==> src/rtl/dsc_pkg.sv <==
// shared types, codes and constants for the display scan capture block
`timescale 1ns / 1ps

package dsc_pkg;

  localparam int unsigned SCAN_POS = 14;

  localparam logic [13:0] REAL_POS_MASK = 14'h0FFF;
  localparam logic [7:0]  RUNNING_CODE  = 8'h6F;
  localparam logic [3:0]  LAST_SAMPLE   = 4'd13;
  localparam logic [3:0]  LAST_POS      = 4'd13;
  localparam logic [3:0]  SIGN_POS      = 4'd0;
  localparam logic [3:0]  RUN_POS       = 4'd12;

  // register reset values
  localparam logic [7:0]  SEG_MASK_RST     = 8'd255;
  localparam logic        INCL_VIRT_RST    = 1'b0;
  localparam logic [15:0] MIN_INTERVAL_RST = 16'd1000;
  localparam logic [7:0]  SIGN_MASK_RST    = 8'd64;

  // configuration register indexes
  localparam logic [1:0] REG_SEG_MASK   = 2'd0;
  localparam logic [1:0] REG_INCL_VIRT  = 2'd1;
  localparam logic [1:0] REG_MIN_INTVL  = 2'd2;
  localparam logic [1:0] REG_SIGN_MASK  = 2'd3;

  // input command codes
  localparam logic [1:0] CMD_GRID  = 2'd0;
  localparam logic [1:0] CMD_TIMED = 2'd1;
  localparam logic [1:0] CMD_READ  = 2'd2;

  // result kinds
  localparam logic [1:0] KIND_LINE  = 2'd0;
  localparam logic [1:0] KIND_BLANK = 2'd1;
  localparam logic [1:0] KIND_READ  = 2'd2;

  typedef enum logic [2:0] {
    S_IDLE,
    S_EXEC,
    S_SAMPLE,
    S_END,
    S_COPY,
    S_RDDATA,
    S_EMIT
  } state_t;

  // controller to datapath
  typedef struct packed {
    logic latch_in;
    logic mark_seen;
    logic start_cycle;
    logic do_sample;
    logic end_cycle;
    logic copy_step;
    logic rd_issue;
    logic rd_capture;
    logic load_out;
  } ctrl_cmd_t;

  // datapath to controller
  typedef struct packed {
    logic [1:0] command;
    logic       seen;
    logic       short_intvl;
    logic       active;
    logic       last_sample;
    logic       end_store;
    logic       end_dark;
    logic       blank_zero;
    logic       copy_last;
    logic       out_free;
  } ctrl_sts_t;

  // scan order 8,7,6,5,4,3,2,1,0,11,10,9,12,13
  function automatic logic [3:0] scan_pos(input logic [3:0] idx);
    logic [3:0] p;
    case (idx)
      4'd0:    p = 4'd8;
      4'd1:    p = 4'd7;
      4'd2:    p = 4'd6;
      4'd3:    p = 4'd5;
      4'd4:    p = 4'd4;
      4'd5:    p = 4'd3;
      4'd6:    p = 4'd2;
      4'd7:    p = 4'd1;
      4'd8:    p = 4'd0;
      4'd9:    p = 4'd11;
      4'd10:   p = 4'd10;
      4'd11:   p = 4'd9;
      4'd12:   p = 4'd12;
      4'd13:   p = 4'd13;
      default: p = 4'd0;
    endcase
    return p;
  endfunction

endpackage

==> src/rtl/dsc_ram.sv <==
// generic single write port ram with registered read
`timescale 1ns / 1ps

module dsc_ram #(
  parameter int WIDTH = 8,
  parameter int DEPTH = 224
) (
  input  logic                     clk,
  input  logic                     we,
  input  logic [$clog2(DEPTH)-1:0] waddr,
  input  logic [WIDTH-1:0]         wdata,
  input  logic                     re,
  input  logic [$clog2(DEPTH)-1:0] raddr,
  output logic [WIDTH-1:0]         rdata
);

  logic [WIDTH-1:0] mem_r [DEPTH];

  always_ff @(posedge clk) begin
    if (we) begin
      mem_r[waddr] <= wdata;
    end
    if (re) begin
      rdata <= mem_r[raddr];
    end
  end

endmodule

==> src/rtl/dsc_ctrl.sv <==
// sequencing state machine of the display scan capture block
`timescale 1ns / 1ps

module dsc_ctrl (
  input  logic               clk,
  input  logic               rst_n,
  input  logic               in_valid,
  output logic               in_ready,
  input  dsc_pkg::ctrl_sts_t sts,
  output dsc_pkg::ctrl_cmd_t cmd
);
  import dsc_pkg::*;

  state_t state_r, state_nxt;

  always_ff @(posedge clk) begin
    if (!rst_n) begin
      state_r <= S_IDLE;
    end else begin
      state_r <= state_nxt;
    end
  end

  // next state
  always_comb begin
    state_nxt = state_r;
    case (state_r)
      S_IDLE: begin
        if (in_valid) state_nxt = S_EXEC;
      end
      S_EXEC: begin
        case (sts.command)
          CMD_GRID: begin
            if (sts.seen && !sts.short_intvl) state_nxt = S_SAMPLE;
            else state_nxt = S_IDLE;
          end
          CMD_TIMED: begin
            if (sts.active) state_nxt = S_SAMPLE;
            else state_nxt = S_IDLE;
          end
          CMD_READ: state_nxt = S_RDDATA;
          default:  state_nxt = S_IDLE;
        endcase
      end
      S_SAMPLE: begin
        if (sts.last_sample) state_nxt = S_END;
        else state_nxt = S_IDLE;
      end
      S_END: begin
        if (sts.end_store) state_nxt = S_COPY;
        else if (sts.end_dark && sts.blank_zero) state_nxt = S_EMIT;
        else state_nxt = S_IDLE;
      end
      S_COPY: begin
        if (sts.copy_last) state_nxt = S_EMIT;
      end
      S_RDDATA: state_nxt = S_EMIT;
      S_EMIT: begin
        if (sts.out_free) state_nxt = S_IDLE;
      end
      default: state_nxt = S_IDLE;
    endcase
  end

  // outputs
  always_comb begin
    cmd      = '0;
    in_ready = 1'b0;
    case (state_r)
      S_IDLE: begin
        in_ready     = 1'b1;
        cmd.latch_in = in_valid;
      end
      S_EXEC: begin
        case (sts.command)
          CMD_GRID: begin
            cmd.mark_seen   = !sts.seen;
            cmd.start_cycle = sts.seen && !sts.short_intvl;
          end
          CMD_READ: cmd.rd_issue = 1'b1;
          default:  cmd = '0;
        endcase
      end
      S_SAMPLE: cmd.do_sample  = 1'b1;
      S_END:    cmd.end_cycle  = 1'b1;
      S_COPY:   cmd.copy_step  = 1'b1;
      S_RDDATA: cmd.rd_capture = 1'b1;
      S_EMIT:   cmd.load_out   = sts.out_free;
      default:  cmd = '0;
    endcase
  end

endmodule

==> src/rtl/dsc_datapath.sv <==
// scan store, masks, counters, line ring and result registers
`timescale 1ns / 1ps

module dsc_datapath #(
  parameter int RING_LINES = 16
) (
  input  logic               clk,
  input  logic               rst_n,
  input  logic               cfg_we,
  input  logic [1:0]         cfg_index,
  input  logic [15:0]        cfg_data,
  input  logic [1:0]         in_command,
  input  logic [7:0]         in_segments,
  input  logic [15:0]        in_interval_us,
  input  logic [3:0]         in_read_line,
  input  logic [3:0]         in_read_pos,
  input  dsc_pkg::ctrl_cmd_t cmd,
  output dsc_pkg::ctrl_sts_t sts,
  output logic               out_valid,
  input  logic               out_ready,
  output logic [1:0]         out_kind,
  output logic [3:0]         out_line_slot,
  output logic               out_exec_flag,
  output logic [15:0]        out_blank_cycles,
  output logic [7:0]         out_read_data
);
  import dsc_pkg::*;

  localparam int DEPTH = RING_LINES * SCAN_POS;
  localparam int AW    = $clog2(DEPTH);
  localparam int SW    = $clog2(RING_LINES);

  // configuration
  logic [7:0]  seg_mask_r;
  logic        incl_virt_r;
  logic [15:0] min_intvl_r;
  logic [7:0]  sign_mask_r;

  always_ff @(posedge clk) begin
    if (!rst_n) begin
      seg_mask_r  <= SEG_MASK_RST;
      incl_virt_r <= INCL_VIRT_RST;
      min_intvl_r <= MIN_INTERVAL_RST;
      sign_mask_r <= SIGN_MASK_RST;
    end else if (cfg_we) begin
      case (cfg_index)
        REG_SEG_MASK:  seg_mask_r  <= cfg_data[7:0];
        REG_INCL_VIRT: incl_virt_r <= cfg_data[0];
        REG_MIN_INTVL: min_intvl_r <= cfg_data;
        REG_SIGN_MASK: sign_mask_r <= cfg_data[7:0];
        default:       seg_mask_r  <= seg_mask_r;
      endcase
    end
  end

  // latched item
  logic [1:0]  cmd_code_r;
  logic [7:0]  seg_r;
  logic [15:0] intvl_r;
  logic [3:0]  rline_r;
  logic [3:0]  rpos_r;

  always_ff @(posedge clk) begin
    if (cmd.latch_in) begin
      cmd_code_r <= in_command;
      seg_r      <= in_segments;
      intvl_r    <= in_interval_us;
      rline_r    <= in_read_line;
      rpos_r     <= in_read_pos;
    end
  end

  // scan state
  logic [7:0]  scan_r [SCAN_POS];
  logic [13:0] changed_r, lit_r;
  logic [3:0]  count_r;
  logic        active_r, seen_r, running_r;
  logic [15:0] blank_r;
  logic [SW-1:0] wslot_r;
  logic [3:0]  copy_k_r;

  logic [3:0]  pos;
  logic [3:0]  scan_idx;
  logic [7:0]  scan_rd;
  logic [7:0]  seg_m;
  logic [13:0] vmask, chg_v, lit_v;
  logic        end_store, end_dark;
  logic [7:0]  copy_data;

  assign pos       = scan_pos(count_r);
  assign scan_idx  = cmd.copy_step ? copy_k_r : pos;
  assign scan_rd   = scan_r[scan_idx];
  assign seg_m     = seg_r & seg_mask_r;
  assign vmask     = incl_virt_r ? '1 : REAL_POS_MASK;
  assign chg_v     = changed_r & vmask;
  assign lit_v     = lit_r & vmask;
  assign end_store = (chg_v != '0) && (lit_v != '0);
  assign end_dark  = (lit_v == '0);
  assign copy_data = (copy_k_r == SIGN_POS) ? (scan_rd & sign_mask_r) : scan_rd;

  always_ff @(posedge clk) begin
    if (!rst_n) begin
      for (int i = 0; i < SCAN_POS; i++) scan_r[i] <= '0;
      changed_r <= '0;
      lit_r     <= '0;
      count_r   <= '0;
      active_r  <= 1'b0;
      seen_r    <= 1'b0;
      running_r <= 1'b0;
      blank_r   <= '0;
      wslot_r   <= '0;
      copy_k_r  <= '0;
    end else begin
      if (cmd.mark_seen) seen_r <= 1'b1;
      if (cmd.start_cycle) begin
        count_r   <= '0;
        changed_r <= '0;
        lit_r     <= '0;
        active_r  <= 1'b1;
      end
      if (cmd.do_sample) begin
        if (seg_m != '0) lit_r[pos] <= 1'b1;
        if (scan_rd != seg_m) changed_r[pos] <= 1'b1;
        scan_r[pos] <= seg_m;
        count_r     <= count_r + 4'd1;
      end
      if (cmd.end_cycle) begin
        active_r  <= 1'b0;
        changed_r <= chg_v;
        lit_r     <= lit_v;
        if (end_store) begin
          running_r <= (scan_r[RUN_POS] == RUNNING_CODE);
          blank_r   <= '0;
          copy_k_r  <= '0;
        end else if (end_dark) begin
          blank_r <= blank_r + 16'd1;
        end
      end
      if (cmd.copy_step) begin
        copy_k_r <= copy_k_r + 4'd1;
        if (copy_k_r == SIGN_POS) scan_r[SIGN_POS] <= copy_data;
        if (copy_k_r == LAST_POS) begin
          wslot_r <= (wslot_r == SW'(RING_LINES - 1)) ? '0 : wslot_r + SW'(1);
        end
      end
    end
  end

  // read slot wraps modulo the ring size: small constant table
  logic [SW-1:0] rslot_tbl [16];
  always_comb begin
    for (int i = 0; i < 16; i++) rslot_tbl[i] = SW'(i % RING_LINES);
  end

  logic [SW-1:0] rslot;
  logic [AW-1:0] waddr, raddr;
  logic [7:0]    ram_rdata;

  assign rslot = rslot_tbl[rline_r];
  // slot * 14 = slot * 16 - slot * 2
  assign waddr = (AW'(wslot_r) << 4) - (AW'(wslot_r) << 1) + AW'(copy_k_r);
  assign raddr = (AW'(rslot) << 4) - (AW'(rslot) << 1) + AW'(rpos_r);

  dsc_ram #(
    .WIDTH (8),
    .DEPTH (DEPTH)
  ) u_ring (
    .clk   (clk),
    .we    (cmd.copy_step),
    .waddr (waddr),
    .wdata (copy_data),
    .re    (cmd.rd_issue && (rpos_r <= LAST_POS)),
    .raddr (raddr),
    .rdata (ram_rdata)
  );

  // pending result
  logic [1:0]  pend_kind_r;
  logic [3:0]  pend_slot_r;
  logic        pend_flag_r;
  logic [15:0] pend_blank_r;
  logic [7:0]  pend_data_r;

  always_ff @(posedge clk) begin
    if (cmd.end_cycle) begin
      pend_data_r <= '0;
      if (end_store) begin
        pend_kind_r  <= KIND_LINE;
        pend_slot_r  <= 4'(wslot_r);
        pend_flag_r  <= (scan_r[RUN_POS] == RUNNING_CODE);
        pend_blank_r <= blank_r;
      end else begin
        pend_kind_r  <= KIND_BLANK;
        pend_slot_r  <= '0;
        pend_flag_r  <= running_r;
        pend_blank_r <= '0;
      end
    end
    if (cmd.rd_capture) begin
      pend_kind_r  <= KIND_READ;
      pend_slot_r  <= '0;
      pend_flag_r  <= 1'b0;
      pend_blank_r <= '0;
      pend_data_r  <= (rpos_r <= LAST_POS) ? ram_rdata : '0;
    end
  end

  // output register
  logic out_valid_r;

  always_ff @(posedge clk) begin
    if (!rst_n) begin
      out_valid_r <= 1'b0;
    end else if (cmd.load_out) begin
      out_valid_r <= 1'b1;
    end else if (out_ready) begin
      out_valid_r <= 1'b0;
    end
  end

  always_ff @(posedge clk) begin
    if (cmd.load_out) begin
      out_kind         <= pend_kind_r;
      out_line_slot    <= pend_slot_r;
      out_exec_flag    <= pend_flag_r;
      out_blank_cycles <= pend_blank_r;
      out_read_data    <= pend_data_r;
    end
  end

  assign out_valid = out_valid_r;

  // status
  always_comb begin
    sts             = '0;
    sts.command     = cmd_code_r;
    sts.seen        = seen_r;
    sts.short_intvl = (intvl_r < min_intvl_r);
    sts.active      = active_r;
    sts.last_sample = (count_r == LAST_SAMPLE);
    sts.end_store   = end_store;
    sts.end_dark    = end_dark;
    sts.blank_zero  = (blank_r == '0);
    sts.copy_last   = (copy_k_r == LAST_POS);
    sts.out_free    = !out_valid_r || out_ready;
  end

endmodule

==> src/rtl/display_scan_capture_core.sv <==
// top level of the display scan capture block
`timescale 1ns / 1ps

// Captures a multiplexed 14-position display scan and reports changed lines.
// in_ channel: one beat per sample or command. in_tuser carries the command
// (grid start, timed sample, read a stored byte); in_tdata carries the raw
// segments, the grid-start interval and the ring slot/position for reads.
// out_ channel: at most one beat per input beat. out_tuser is the kind
// (line stored, display went blank, read data); out_tdata carries the slot,
// running flag, blank-cycle count and read byte.
// cfg_ port: one register written per cycle with cfg_we high, only while idle;
// the user must keep to that, the block does not enforce it. Sequencing: one
// beat at a time through the sequencer. A timed sample passes exec and sample;
// a read passes exec, read data and emit plus any output stall; the sample that
// closes a scan and stores a line passes sample, end, the one-byte-a-cycle copy
// into the ring memory write port, and emit. Reset clears all scan state and
// restores register defaults; the ring memory is not cleared. The output
// register holds a result while out_tready is low; a following beat is still
// taken and worked on until it needs that register itself.

module display_scan_capture_core #(
  parameter int RING_LINES = 16
) (
  input  logic        clk,
  input  logic        rst_n,
  // configuration
  input  logic        cfg_we,
  input  logic [1:0]  cfg_index,
  input  logic [15:0] cfg_data,
  // input stream
  input  logic        in_tvalid,
  output logic        in_tready,
  input  logic [31:0] in_tdata,   // segments[7:0], interval_us[23:8],
                                  // read_line[27:24], read_pos[31:28]
  input  logic [1:0]  in_tuser,   // command[1:0]
  // result stream
  output logic        out_tvalid,
  input  logic        out_tready,
  output logic [31:0] out_tdata,  // line_slot[3:0], exec_flag[4],
                                  // blank_cycles[20:5], read_data[28:21], zero
  output logic [1:0]  out_tuser   // kind[1:0]
);
  import dsc_pkg::*;

  ctrl_cmd_t cmd;
  ctrl_sts_t sts;

  logic [3:0]  line_slot;
  logic        exec_flag;
  logic [15:0] blank_cycles;
  logic [7:0]  read_data;

  dsc_ctrl u_ctrl (
    .clk      (clk),
    .rst_n    (rst_n),
    .in_valid (in_tvalid),
    .in_ready (in_tready),
    .sts      (sts),
    .cmd      (cmd)
  );

  dsc_datapath #(
    .RING_LINES (RING_LINES)
  ) u_dp (
    .clk              (clk),
    .rst_n            (rst_n),
    .cfg_we           (cfg_we),
    .cfg_index        (cfg_index),
    .cfg_data         (cfg_data),
    .in_command       (in_tuser),
    .in_segments      (in_tdata[7:0]),
    .in_interval_us   (in_tdata[23:8]),
    .in_read_line     (in_tdata[27:24]),
    .in_read_pos      (in_tdata[31:28]),
    .cmd              (cmd),
    .sts              (sts),
    .out_valid        (out_tvalid),
    .out_ready        (out_tready),
    .out_kind         (out_tuser),
    .out_line_slot    (line_slot),
    .out_exec_flag    (exec_flag),
    .out_blank_cycles (blank_cycles),
    .out_read_data    (read_data)
  );

  // pack result beat, padded to whole bytes
  assign out_tdata = {3'b000, read_data, blank_cycles, exec_flag, line_slot};

endmodule
==> config.mk <==
export PLATFORM = sky130hd
export DESIGN_NAME = display_scan_capture_core
export DESIGN_NICKNAME = d
export VERILOG_FILES = /design/src/rtl/dsc_pkg.sv /design/src/rtl/dsc_ram.sv /design/src/rtl/dsc_ctrl.sv /design/src/rtl/dsc_datapath.sv /design/src/rtl/display_scan_capture_core.sv
export SDC_FILE = /design/constraint.sdc
export NUM_CORES = 2
export LEC_CHECK = 0
export BUFFER_PORTS_ARGS = -buffer_cell sky130_fd_sc_hd__buf_2
export CAP_MARGIN = 30
export CORE_ASPECT_RATIO = 0.5
export CORE_MARGIN = 2
export CORE_UTILIZATION = 35
export CTS_CLUSTER_DIAMETER = 150
export DETAILED_ROUTE_END_ITERATION = 6
export PLACE_DENSITY = 0.45
export SLEW_MARGIN = 30
export SYNTH_ARGS = -nofsm -noshare
export SYNTH_HDL_FRONTEND = slang
export SYNTH_SLANG_ARGS = --single-unit
==> constraint.sdc <==
create_clock -name clk -period 36.4 [get_ports clk]
set_input_delay 7.28 -clock clk [delete_from_list [all_inputs] [get_ports clk]]
set_output_delay 7.28 -clock clk [all_outputs]
set_load 0.01 [all_outputs]
==> results.cfg <==
[detailed_routing]
vias = 42440
viasPerCell = 5.414
wire_per_inst_um = 29.95
drt-initial-drc-count = 4366
routed_wl_um = 234800
ant_nets = 0
drc_errors = 0
first_pass_iters = 5

[clocking]
hold_buffers = 0
clk_latency_ns = 0.85
clk_path_buf_depth = 4
cts-resized-gates = 0
clk_pin_slew_ns = 0.06
cts_buffers = 207
root_buffer = clkbuf_16
cts_tree = built
cts_htree_levels = 4
cts_sinks = 2124
postCtsSetupBuffers = 0

[sta]
worstMarginPinSlew_ns = 0.9739
whs_ns = 0.4168
setup_viol = 0
slew_headroom_pct = 35.07
finalCriticalPeriod_ns = 9.250
fmax_mhz = 108.1
drv_slew = 0
skew_ns = 0.04416
finalHoldViolations = 0
min_period_over_period_pct = 25.41
grt_setup_unrepaired = no
fin_setup_tns_ns = 0

[floorplan]
initial_core_util_pct = 35.16
pin_count = 93
core-area_um2 = 239500
dieArea_um2 = 244800
die_w_um = 697.6
row_count = 127
fp.dieH_um = 350.8

[synth]
synthDistinctLibCells = 76
synth-edff-count = 2001
yosys_warnings = 0
synth_area_um2 = 84200
synth_area_leader_cell = edfxtp_1
synthArstFlopShare_pct = 0
avgSynthCellArea_um2 = 19.60
ys_ff_latch = 2124
synth_top_flop_cell = edfxtp_1
ys_top_cells_by_area = edfxtp_1 (71%), mux4_2 (16%), dfxtp_1 (2.9%)
synth_top_area_share_pct = 71.36
synth_commonest_cells = edfxtp_1 (2001), mux4_2 (588), nor2_1 (432)
yosysSeqAreaShare_pct = 74.29
post-synth-top-count-cell = edfxtp_1
synth_cells = 4296

[placed_design]
gp_congestion = 0.8309
port_buffers = 89
placed_cell_area_um2 = 88750
dpl.hpwl_um = 143800

[power_and_ir_drop]
leakagePower_nw = 29.92
vdd_ir_drop_max_mv = 0.04906
finalPower_mw = 6.093
p_per_area_nw_per_um2 = 63.96

[global_route]
grt_pass1_wl_um = 331900
grt_max_degree = 122
grtUsageTotal_pct = 19.00
grt_pass1_vias = 43020
antenna_found_initial = 12
grt_overflow = 0

[final_layout]
multi_input_area_um2 = 20670
design_area_um2 = 95260
nets = 4547
ff_latch_area_um2 = 62550
final_layout_size_suffix_gt1_share_pct = 24.46
nFillCells = 21390
final_util_pct = 39.78
area_growth_pct = 13.13

[worst_setup_path]
cp.required_ns = 29.12
path_class = flip-flop to output port
cp_max_fo = 19
cp_data_arrival_time_ns = 1.97
critical_path.startpoint_type = flip-flop
critPathCaptureType = output port

[worst_hold_path]
hp-class = flip-flop to flip-flop

[job]
max_cap_viol_count = 0

[outcome]
status = finished clean
==> worst max-delay path, cell delays in order (launching register included) <==
cell     delay [ns]
dfxtp_1        0.53
nor3_1         0.41
buf_2          0.21
==> per-stage QoR <==
| step | setup slack, ns | instances |
|---|---|---|
| 2_1_floorplan | 23.24 | 4298 |
| 3_3_place_gp | 26.86 | 7465 |
| 3_5_place_dp | 27.03 | 7468 |
| 4_1_cts | 27.08 | 7834 |
| 5_1_grt | 27.00 | 7837 |
| 6_report | 27.15 | 7840 |
==> placed cells by master, fill, tap and decap left out, types with 12 or more instances in the layout <==
cell,synthesis,routed
edfxtp_1,2001,2001
mux4_2,588,588
nor2_1,432,422
clkbuf_16,0,211
nand2_1,204,192
dfxtp_1,123,123
buf_2,21,89
buf_4,6,82
mux2i_1,69,69
inv_1,65,65
a21oi_1,64,62
o21ai_0,61,51
clkbuf_1,158,50
clkinv_1,1,45
nand3_1,47,43
a22o_1,37,37
ha_1,36,35
clkinv_2,0,33
a211oi_1,31,30
nor3_1,28,24
nor4_1,17,16
bufinv_16,0,16
and3_1,15,15
and2_1,16,15
xnor2_1,20,15
a32o_1,13,13
nand4_1,12,12
nand2_2,0,12
buf_6,8,12
==> cells by family after synthesis <==
family | Yosys count | share of synthesized area [%]
DFF | 2124 | 74.29
AOI/OAI and AO/OA | 291 | 2.372
xor gates and xnor gates | 28 | 0.2913
other | 1 | 0.004454
muxes | 666 | 16.68
adders and majority gates | 36 | 0.5349
and+or+nand+nor | 841 | 4.327
buffers and inverters | 309 | 1.507
==> state kept, by name, summed over array words and instances, names as in the netlist, 8 cells and up <==
register and cells:
u_dp.out_blank_cycles 16, u_dp.out_read_data 8, u_dp.pend_blank_r 16, u_dp.scan_r 128, u_dp.intvl_r 16, u_dp.changed_r 14, u_dp.blank_r 16, u_dp.seg_r 8
u_dp.u_ring.mem_r 1792, u_dp.min_intvl_r 16, u_dp.u_ring.rdata 8, u_dp.sign_mask_r 8, u_dp.pend_data_r 8, u_dp.seg_mask_r 8, u_dp.lit_r 14
==> final cells by class <==
class | count | area share, %
Sequential cell | 2124 | 65.67
Multi-Input combinational cell | 1865 | 21.70
Clock buffer | 265 | 5.798
Tap cell | 3225 | 4.236
Timing Repair Buffer | 190 | 1.413
Clock inverter | 101 | 0.9195
Inverter | 66 | 0.2601
Antenna cell | 4 | 0.01051
==> metal layers <==
metal  part of all wire [%]  track usage, %  vias up
li1                       -               -    17780
met1                     46           27.91    23040
met2                     46           29.72     1327
met3                    6.5           3.481      294
met4                    2.0           3.971        4
met5                  0.011               0        -
==> worst paths after layout <==
kind	from	to	slack, ns	depth (start not counted)
worst max-delay path	u_ctrl.state_r[1]$_SDFFE_PN0P_	in_tready	27.15	2
worst min-delay path	u_dp.pend_data_r[4]$_SDFFCE_PN0P_	u_dp.out_read_data[4]$_DFFE_PP_	0.42	0
worst max register to register	u_dp.rpos_r[1]$_DFFE_PP_	u_dp.u_ring.rdata[4]$_DFFE_PP_	29.53	10
worst min register to register	u_dp.pend_data_r[4]$_SDFFCE_PN0P_	u_dp.out_read_data[4]$_DFFE_PP_	0.42	0
==> power breakdown <==
group	leakage (nW)	internal (mW)	total [mW]	switching, mW
Clock	3.13	1.18	2.10	0.917
Sequential	19.5	2.75	2.77	0.0165
Combinational	7.26	0.473	1.23	0.757
Total	29.9	4.40	6.09	1.69
Note: power is estimated with default switching activity, not from simulation.
